File: config.mk
export PLATFORM = sky130hd
export DESIGN_NAME = smx_front
export DESIGN_NICKNAME = d
export VERILOG_FILES = /design/src/design/smx_pkg.sv /design/src/design/smx_front.sv
export SDC_FILE = /design/constraint.sdc
export NUM_CORES = 1
export LEC_CHECK = 0
export BUFFER_PORTS_ARGS = -buffer_cell sky130_fd_sc_hd__buf_2
export CAP_MARGIN = 10
export CORE_AREA = 2 2 76 78
export CTS_BUF_LIST = sky130_fd_sc_hd__clkbuf_2 sky130_fd_sc_hd__clkbuf_4 sky130_fd_sc_hd__clkbuf_8
export CTS_CLUSTER_DIAMETER = 50
export CTS_CLUSTER_SIZE = 8
export DETAILED_ROUTE_END_ITERATION = 12
export DIE_AREA = 0 0 78 80
export MAX_ROUTING_LAYER = met4
export PLACE_DENSITY = 0.42
export SLEW_MARGIN = 0
export SYNTH_ARGS = -nofsm -noshare
export SYNTH_HDL_FRONTEND = slang
export SYNTH_SLANG_ARGS = --single-unit
File: constraint.sdc
create_clock -name clk_i -period 3.9 [get_ports clk_i]
set_input_delay 0 -clock clk_i [delete_from_list [all_inputs] [get_ports clk_i]]
set_output_delay 0 -clock clk_i [all_outputs]
set_load 0.05 [all_outputs]
File: src/design/smx_pkg.sv
// Types, codes and decode function of the stack machine executor.
// No dependencies.
package smx_pkg;

  localparam int DEF_STACK_DEPTH = 1024;
  localparam int DEF_MEM_DEPTH   = 65536;

  localparam logic [7:0] OPC_PUSH  = 8'h01;
  localparam logic [7:0] OPC_POP   = 8'h02;
  localparam logic [7:0] OPC_ADD   = 8'h03;
  localparam logic [7:0] OPC_SUB   = 8'h04;
  localparam logic [7:0] OPC_MUL   = 8'h05;
  localparam logic [7:0] OPC_DIV   = 8'h06;
  localparam logic [7:0] OPC_STORE = 8'h07;
  localparam logic [7:0] OPC_LOAD  = 8'h08;
  localparam logic [7:0] OPC_PRINT = 8'h0D;
  localparam logic [7:0] OPC_DUP   = 8'h15;
  localparam logic [7:0] OPC_SWAP  = 8'h16;

  localparam logic [31:0] STR_MARK = 32'h0000_00FF;

  localparam logic [2:0] ST_OK      = 3'd0;
  localparam logic [2:0] ST_UNDER   = 3'd1;
  localparam logic [2:0] ST_OVER    = 3'd2;
  localparam logic [2:0] ST_DIVZ    = 3'd3;
  localparam logic [2:0] ST_ADDR    = 3'd4;
  localparam logic [2:0] ST_UNKNOWN = 3'd5;

  localparam logic [16:0] LIMIT_RESET = 17'h1_0000;

  typedef enum logic [3:0] {
    CLS_PUSH, CLS_POP, CLS_ADD, CLS_SUB, CLS_MUL, CLS_DIV,
    CLS_STORE, CLS_LOAD, CLS_PRINT, CLS_DUP, CLS_SWAP, CLS_BAD
  } op_cls_e;

  typedef enum logic [2:0] {
    BK_CLEAR, BK_IDLE, BK_OP1, BK_OP2, BK_SWAP, BK_LOAD, BK_DIV, BK_RESULT
  } bk_state_e;

  typedef struct packed {
    logic [7:0] opcode;
    logic [7:0] immediate;
    logic       last_instruction;
  } in_item_t;

  typedef struct packed {
    logic               print_valid;
    logic               print_kind;
    logic signed [31:0] print_value;
    logic [2:0]         status;
    logic [10:0]        stack_depth;
    logic               program_done;
  } out_item_t;

  typedef struct packed {
    op_cls_e    cls;
    logic [7:0] imm;
    logic       last;
  } dec_item_t;

  function automatic op_cls_e classify(input logic [7:0] opc);
    op_cls_e c;
    unique case (opc)
      OPC_PUSH:  c = CLS_PUSH;
      OPC_POP:   c = CLS_POP;
      OPC_ADD:   c = CLS_ADD;
      OPC_SUB:   c = CLS_SUB;
      OPC_MUL:   c = CLS_MUL;
      OPC_DIV:   c = CLS_DIV;
      OPC_STORE: c = CLS_STORE;
      OPC_LOAD:  c = CLS_LOAD;
      OPC_PRINT: c = CLS_PRINT;
      OPC_DUP:   c = CLS_DUP;
      OPC_SWAP:  c = CLS_SWAP;
      default:   c = CLS_BAD;
    endcase
    return c;
  endfunction

endpackage

File: src/design/smx_front.sv
// Front end: accepts instructions, decodes them and queues them for the back end.
// Depends on smx_pkg.
module smx_front (
  input  logic               clk_i,
  input  logic               rst_ni,
  input  logic               hold_i,
  input  logic               push_i,
  input  smx_pkg::in_item_t  item_i,
  output logic               full_o,
  output logic               deq_valid_o,
  output smx_pkg::dec_item_t deq_item_o,
  input  logic               deq_i
);
  import smx_pkg::*;

  dec_item_t  buf_q [2];
  logic       wptr_q, wptr_d, rptr_q, rptr_d;
  logic [1:0] cnt_q, cnt_d;
  logic       enq;

  assign full_o      = hold_i || (cnt_q == 2'd2);
  assign enq         = push_i && !full_o;
  assign deq_valid_o = (cnt_q != 2'd0);
  assign deq_item_o  = buf_q[rptr_q];

  always_comb begin
    wptr_d = enq ? !wptr_q : wptr_q;
    rptr_d = deq_i ? !rptr_q : rptr_q;
    cnt_d  = cnt_q + 2'(enq) - 2'(deq_i);
  end

  always_ff @(posedge clk_i or negedge rst_ni) begin
    if (!rst_ni) begin
      wptr_q <= 1'b0;
      rptr_q <= 1'b0;
      cnt_q  <= 2'd0;
    end else begin
      wptr_q <= wptr_d;
      rptr_q <= rptr_d;
      cnt_q  <= cnt_d;
    end
  end

  always_ff @(posedge clk_i) begin
    if (enq) begin
      buf_q[wptr_q] <= '{cls: classify(item_i.opcode), imm: item_i.immediate,
                         last: item_i.last_instruction};
    end
  end

endmodule

# == Yosys cells after proc, flatten, opt, wreduce, memory -nomap -nowiden ==
# Memories as Yosys holds them, arrays and structs flattened.
# Index checks and enable logic that the tools add are counted.
# op_classes
n_eq_ne,1
addsub,2
n_reduce_logical,7
muxes,4
# op_table
op,n
2-to-1 mux 4 bit,2
logical NOT 1 bit,3
logical NOT 3 bit,1
adder 2 x 1 -> 2 bit,1
"== test 2 bit, second input constant",1
2-to-1 mux 1 bit,2
nonzero test 2 bit,1
subtractor 2 x 1 -> 2 bit,1
logical AND 1 bit,1
logical OR 1 bit,1
# word_totals
ramBits,26
ff_bits,4
mem_bits_ro,128
input_bits,22
word_cells,19
mem_count,2
# memory_table
memory,depth,word_bits,read_ports,rd_ports_with_merged_regs,wr,line,text
(no name shown),32,4,1,0,0,smx_pkg.sv:63,unique case (opc)
buf_q,2,13,1,0,1,smx_front.sv:16,dec_item_t buf_q [2];

# == Logic depth before layout (Yosys ltp) ==
# Gate-level depths: netlist of run 1.
# logic_depth
depth_word,6
ltp_mapped,7
depth_no_buf,7

# == Worst setup path after synthesis of run 1 ==
# Ideal clock, no wire load.
# synth_timing
kind,reg-to-reg
from,register cnt_q[1]
to,memory buf_q[1][0] in the netlist's numbering (enable)
stages_incl_launch_ff,4
arrival_time_ns,1.172
path_slack_ns,2.346
path_buffers,0
setup_ns,0.382
path_cell_list,dfrtp_1 > inv_1 > o211ai_4 > nor2_1
# synth_via
elab_chain_len,6
# synth_lines
item,line,text
from (decl),smx_front.sv:18,"logic [1:0] cnt_q, cnt_d;"
from (signal assigned),smx_front.sv:40,cnt_q <= cnt_d;
== test 2 bit,smx_front.sv:21,assign full_o = hold_i || (cnt_q == 2'd2);
logical OR 1 bit,smx_front.sv:21,
logical NOT 1 bit,smx_front.sv:22,assign enq = push_i && !full_o;
logical AND 1 bit,smx_front.sv:22,
2-to-1 mux 1 bit,smx_front.sv:45,if (enq) begin
2-to-1 mux 1 bit (implied by the code),smx_front.sv:46,"buf_q[wptr_q] <= '{cls: classify(item_i.opcode), imm: item_i.immediate,"
to (decl),smx_front.sv:16,
# Every way passes these cells.

# == Final worst setup path of run 1 ==
# layout_timing
from,register cnt_q[1]
to,memory buf_q[1][8] in the netlist's numbering (enable)
# Same word-level chain as after synthesis.

==> results of run 1 <==
## cell type report
| type | instances | area, um2 | area share |
|---|---|---|---|
| sequential | 30 | 880.8 | 0.4933 |
| tap | 72 | 90.09 | 0.05046 |
| inverter | 6 | 22.52 | 0.01261 |
| multi-input combinational | 43 | 405.4 | 0.2271 |
| clock buffer | 6 | 76.32 | 0.04275 |
| clock inverter | 2 | 8.758 | 0.004905 |
| timing repair buffer | 48 | 301.5 | 0.1689 |
## worst max-delay path, delay by kind of cell (launching register included)
| family | cells | cell delay [ns] |
|---|---|---|
| AO/OA/AOI/OAI | 1 | 0.11 |
| buffers and inverters | 1 | 0.11 |
| flip-flops | 1 | 0.39 |
| AND/OR/NAND/NOR | 1 | 0.85 |
## flip-flops by register name, indices dropped and copies added, names as in the netlist
name    cells
buf_q      26
cnt_q       2
rptr_q      1
wptr_q      1
## metrics by stage
stage / area [um2] / hold WS (ns)
final: 1785 / 0.05032
after global placement: 1579 / -0.1870
after floorplan: 1320 / -0.2956
after CTS: 1774 / 0.04105
after global routing: 1785 / 0.06921
after detailed placement: 1579 / -0.1874
## per-layer routing
metal / vias to the layer above / global-route usage
li1: 402 / -
met1: 387 / 0.09007
met2: 24 / 0.1293
met3: 4 / 0.02149
met4: 0 / 0.06316
met5: - / -
## power groups by stage
stage	clock network [mW]	registers [mW]	logic (mW)
final	0.233	0.460	0.438
after global routing	0.261	0.469	0.466
after CTS	0.244	0.465	0.443
after detailed placement	0	0.471	0.432
after global placement	0	0.466	0.429
after floorplan	0	0.440	0.369
## cells by family after synthesis
kind of cell | share of synthesized area
fa+ha+maj | 0.04739
simple gates | 0.05688
buf+inv | 0.02559
flops | 0.6673
mux | 0.1185
compound gates | 0.04454
xor+xnor | 0.03981
## final timing paths
kind | depth (start not counted) | to | slack [ns]
min in group asynchronous | 2 | cnt_q[1] | 0.06
worst min-delay path | 3 | wptr_q | 0.05
worst min register to register | 1 | cnt_q[1] | 0.49
max in group asynchronous | 2 | rptr_q | 3.72
worst max register to register | 3 | buf_q[1][8] | 2.05
worst max-delay path | 3 | buf_q[1][8] | 2.05
## cell usage in the layout (no fill, tap or decap), types with 2 or more instances in the layout
cell type,netlist,final
mux2_2,13,13
nor3_1,2,2
buf_2,0,36
clkbuf_8,0,5
xor2_1,2,2
dfrtp_1,4,4
dlygate4sd3_1,0,11
edfxtp_1,26,26
ha_1,5,5
nor2_1,3,3
xnor2_1,4,4
inv_1,6,6
==> flow_metrics.py, run 1 <==
metrics = {
    "placed_design": {
        "gp_congestion": 0.7386,
        "dp_hpwl_um": 1678,
        "numPortBuffers": 36,
        "dp_cells": 187,
        "place_ws_ns": 1.967,
    },
    "global_route": {
        "grt_start_max_net_pins": 15,
        "track_usage": 0.08250,
        "grt_pass1_vias": 793,
        "grt_pass1_wl_um": 3643,
        "gr-total-overflow": 0,
        "antenna_found_initial": 0,
    },
    "sta": {
        "setup_violations": 0,
        "slew_violations": 0,
        "fin_ws_ns": 2.047,
        "fmax_mhz": 539.7,
        "rsz0062_at_grt": "no",
        "min_period_ns": 1.853,
        "worst_pin_slew_ns": 1.117,
        "hold_viol": 0,
        "skew_ns": 0.005494,
        "fin_tns_setup_ns": 0,
        "maxSlewHeadroom": 0.2523,
        "period_share": 0.4751,
    },
    "clock_tree": {
        "path_clk_slew_ns": 0.05,
        "cts_setup_buffers": 0,
        "cts_sinks": 30,
        "clock_path_buffers": 2,
        "ctsResizeCount": 0,
        "holdBufCountCts": 11,
        "cts-root-buf": "clkbuf_8",
        "htreeDepth": 2,
        "cts_tree": "done",
        "cts_buffers": 5,
        "clkLatencyLatePin_ns": 0.27,
    },
    "power": {
        "power_frac_comb": 0.387,
        "p_int_mw": 0.6827,
        "power_per_cell_area_nw_per_um2": 633.3,
        "p_clk_frac": 0.206,
        "pwr-share-seq": 0.407,
        "p_sw_mw": 0.4481,
        "leakage_nw": 0.6954,
        "p_sw_frac": 0.3963,
        "finalPower_mw": 1.131,
        "peakVddDrop_uv": 176.0,
    },
    "critical_path": {
        "cp-end-kind": "flip-flop",
        "cp-start-kind": "flip-flop",
        "crit_start": "cnt_q[1]",
        "crit_fanout": 13,
        "crit_path_top_delay_cell": "nor2_1",
        "worstPathRequired_ns": 3.79,
        "worstPathCellList": "inv_1, o211ai_4, nor2_1",
        "cp_slowest_stage_delay_ns": 0.85,
        "crit_arrival_ns": 1.74,
        "critical_path_class": "reg -> reg",
        "timing.rr.start": "cnt_q[1]",
    },
    "floorplanning": {
        "die_area_um2": 6240,
        "core_region_area_um2": 5405,
        "fp.dieW_um": 78,
        "ios": 37,
        "start_util": 0.2442,
        "core.rowCount": 27,
        "die_y_um": 80,
    },
    "yosys": {
        "ys_types": 24,
        "netlist_area_um2": 1320,
        "yosysSeqAreaShare": 0.6673,
        "syn-num-nets": 107,
        "netlist_top_cells_area": "edfxtp_1 59%, mux2_2 11%, dfrtp_1 7.6%",
        "netlist_top_cells_count": "26 x edfxtp_1, 13 x mux2_2, 6 x inv_1",
        "synth_edf_count": 26,
        "ys.flop_type": "edfxtp_1",
        "synth-seq-cells": 30,
        "synthCells": 80,
        "syn_avg_cell_area_um2": 16.50,
        "yosysTopAreaCellShare": 0.5915,
        "synth_top_cell_by_area": "edfxtp_1",
        "async_flop_share": 0.1333,
        "yosysWarnings": 0,
        "yosysMostFrequentCell": "edfxtp_1",
    },
    "min_path": {
        "worstHoldPathType": "in -> reg",
        "min_from": "push_i",
    },
    "detailed_routing": {
        "vias": 817,
        "drcViolationCount": 0,
        "highest_layer": "met4",
        "dr_wl_met2_um": 1192,
        "met1Wirelength_um": 969,
        "avgViaCountPerCell": 3.947,
        "final_antenna_net_count": 0,
        "wl_per_cell_um": 11.33,
        "wl_met3_um": 128,
        "drtPass1Iterations": 2,
        "drt_iter0_markers": 48,
        "wl_um": 2345,
    },
    "status": {
        "status": "finished clean",
    },
    "final_layout": {
        "diodes": 0,
        "syn_to_final_growth_pct": 35.26,
        "drive_gt1_frac": 0.4519,
        "nFillCells": 560,
        "fin_nets": 161,
        "fin_util": 0.3303,
        "final_cell_count_no_fill": 207,
    },
    "flow_run": {
        "maxCapViolCount": 0,
    },
}
Power figures use the tool's default switching activity.
==> run 2: changes to the inputs <==
clock period = 1.72 ns   (was 3.9 ns; I/O delays follow)
==> flow_metrics.py, run 2 (synthesis gave the netlist of run 1 again) <==
metrics = {
    "status": {
        "status": "finished clean",
    },
    "min_path": {
        "worstHoldPathType": "in -> reg",
        "whs_path_depth": 3,
        "min_from": "push_i",
        "hold_end": "wptr_q",
    },
    "sta": {
        "skew_ns": 0.003048,
        "fmax_mhz": 670.8,
        "hold_viol": 0,
        "rsz0062_at_grt": "no",
        "min_period_ns": 1.491,
        "setup_violations": 0,
        "worst_pin_slew_ns": 0.3615,
        "period_share": 0.8668,
        "slew_violations": 0,
        "maxSlewHeadroom": 0.7571,
        "fin_tns_setup_ns": 0,
    },
    "detailed_routing": {
        "vias": 826,
        "final_antenna_net_count": 0,
        "drt_iter0_markers": 24,
        "avgViaCountPerCell": 3.915,
        "drcViolationCount": 0,
        "wl_per_cell_um": 11.51,
        "wl_um": 2429,
        "drtPass1Iterations": 2,
    },
    "power": {
        "leakage_nw": 0.7154,
        "finalPower_mw": 2.607,
        "power_per_cell_area_nw_per_um2": 1439,
        "peakVddDrop_uv": 633.2,
    },
    "critical_path": {
        "crit_fanout": 4,
        "crit_start": "cnt_q[1]",
        "r2r_cells": 7,
        "r2r_setup_slack_ns": 0.23,
        "worstPathRequired_ns": 1.91,
        "critical_path_class": "reg -> reg",
        "cp-end-kind": "flip-flop",
        "timing.rr.start": "cnt_q[1]",
        "r2r_end": "cnt_q[1]",
        "crit_arrival_ns": 1.69,
        "cp-start-kind": "flip-flop",
    },
    "floorplanning": {
        "start_util": 0.2442,
        "core.rowCount": 27,
        "ios": 37,
        "core_region_area_um2": 5405,
        "fp.dieW_um": 78,
        "die_area_um2": 6240,
        "die_y_um": 80,
    },
    "global_route": {
        "track_usage": 0.08962,
        "grt_start_max_net_pins": 15,
        "antenna_found_initial": 0,
        "grt_pass1_vias": 953,
        "grt_pass1_wl_um": 4098,
        "gr-total-overflow": 0,
    },
    "clock_tree": {
        "clkLatencyLatePin_ns": 0.27,
        "clock_path_buffers": 2,
        "cts_sinks": 30,
        "ctsResizeCount": 0,
        "htreeDepth": 2,
        "cts-root-buf": "clkbuf_8",
        "cts_setup_buffers": 0,
        "holdBufCountCts": 11,
        "cts_tree": "done",
        "path_clk_slew_ns": 0.06,
        "cts_buffers": 5,
    },
    "final_layout": {
        "final_common_cell": "buf_2",
        "diodes": 0,
        "nFillCells": 565,
        "syn_to_final_growth_pct": 37.25,
        "drive_gt1_frac": 0.4676,
        "top_regs": "buf_q (26), cnt_q (2)",
        "final_cell_count_no_fill": 211,
        "regMostFlops": "buf_q",
        "fin_nets": 165,
        "largest_reg_flops": 26,
        "final_cell_mix": "36 x buf_2, 26 x edfxtp_1, 13 x mux2_2, 11 x dlygate4sd3_1, 6 x inv_1",
    },
    "placed_design": {
        "numPortBuffers": 36,
        "dp_hpwl_um": 1789,
        "gp_congestion": 0.6705,
        "dp_cells": 192,
    },
    "flow_run": {
        "maxCapViolCount": 0,
    },
}
## run 2: metrics by stage
stage               area, um2  setup WS (ns)    util  hold slack (ns)
floorplan                1320         0.1658       -          -0.2956
global placement         1617         0.2697  0.2991          -0.1906
detailed placement       1617         0.2230  0.2991          -0.1864
CTS                      1812         0.1995  0.3352          0.05284
global route             1812         0.1168  0.3352          0.06562
finish                   1812         0.2292  0.3352          0.05619
## run 2: critical path, stage by stage, from the launching register on
cell and delay (ns):
dfrtp_1 0.37, inv_1 0.09, o211ai_4 0.24, ha_1 0.27
inv_1 0.05, ha_1 0.14, xnor2_1 0.13, xnor2_1 0.13
## run 2: per-layer routing
layer  part of all wire  GRT usage  vias up
met4              0.021    0.05263        0
met3              0.062    0.03167        4
met1               0.41    0.08696      387
met2               0.51     0.1552       26
li1                   -          -      409
met5                  0          -        -
## run 2: where the power goes
part           total (mW)  internal, mW  switching, mW
sequential          0.979         0.924         0.0543
clock               0.534         0.293          0.241
combinational        1.09         0.358          0.737
total                2.61          1.57           1.03
## run 2: layout make-up
cell class	instances	area, um2	share of cell area
sequential	30	880.8	0.4862
multi-input combinational	43	405.4	0.2238
timing repair buffer	52	327.8	0.1809
tap	72	90.09	0.04972
clock buffer	6	76.32	0.04213
inverter	6	22.52	0.01243
clock inverter	2	8.758	0.004834
## run 2: worst max path at each step
stage	to	slack, ns	depth (start not counted)
4_1_cts	cnt_q[1]	0.20	7
5_1_grt	cnt_q[1]	0.12	7
6_report	cnt_q[1]	0.23	7
3_5_place_dp	cnt_q[1]	0.22	7
2_1_floorplan	buf_q[1][0]	0.17	3
3_3_place_gp	cnt_q[1]	0.27	7
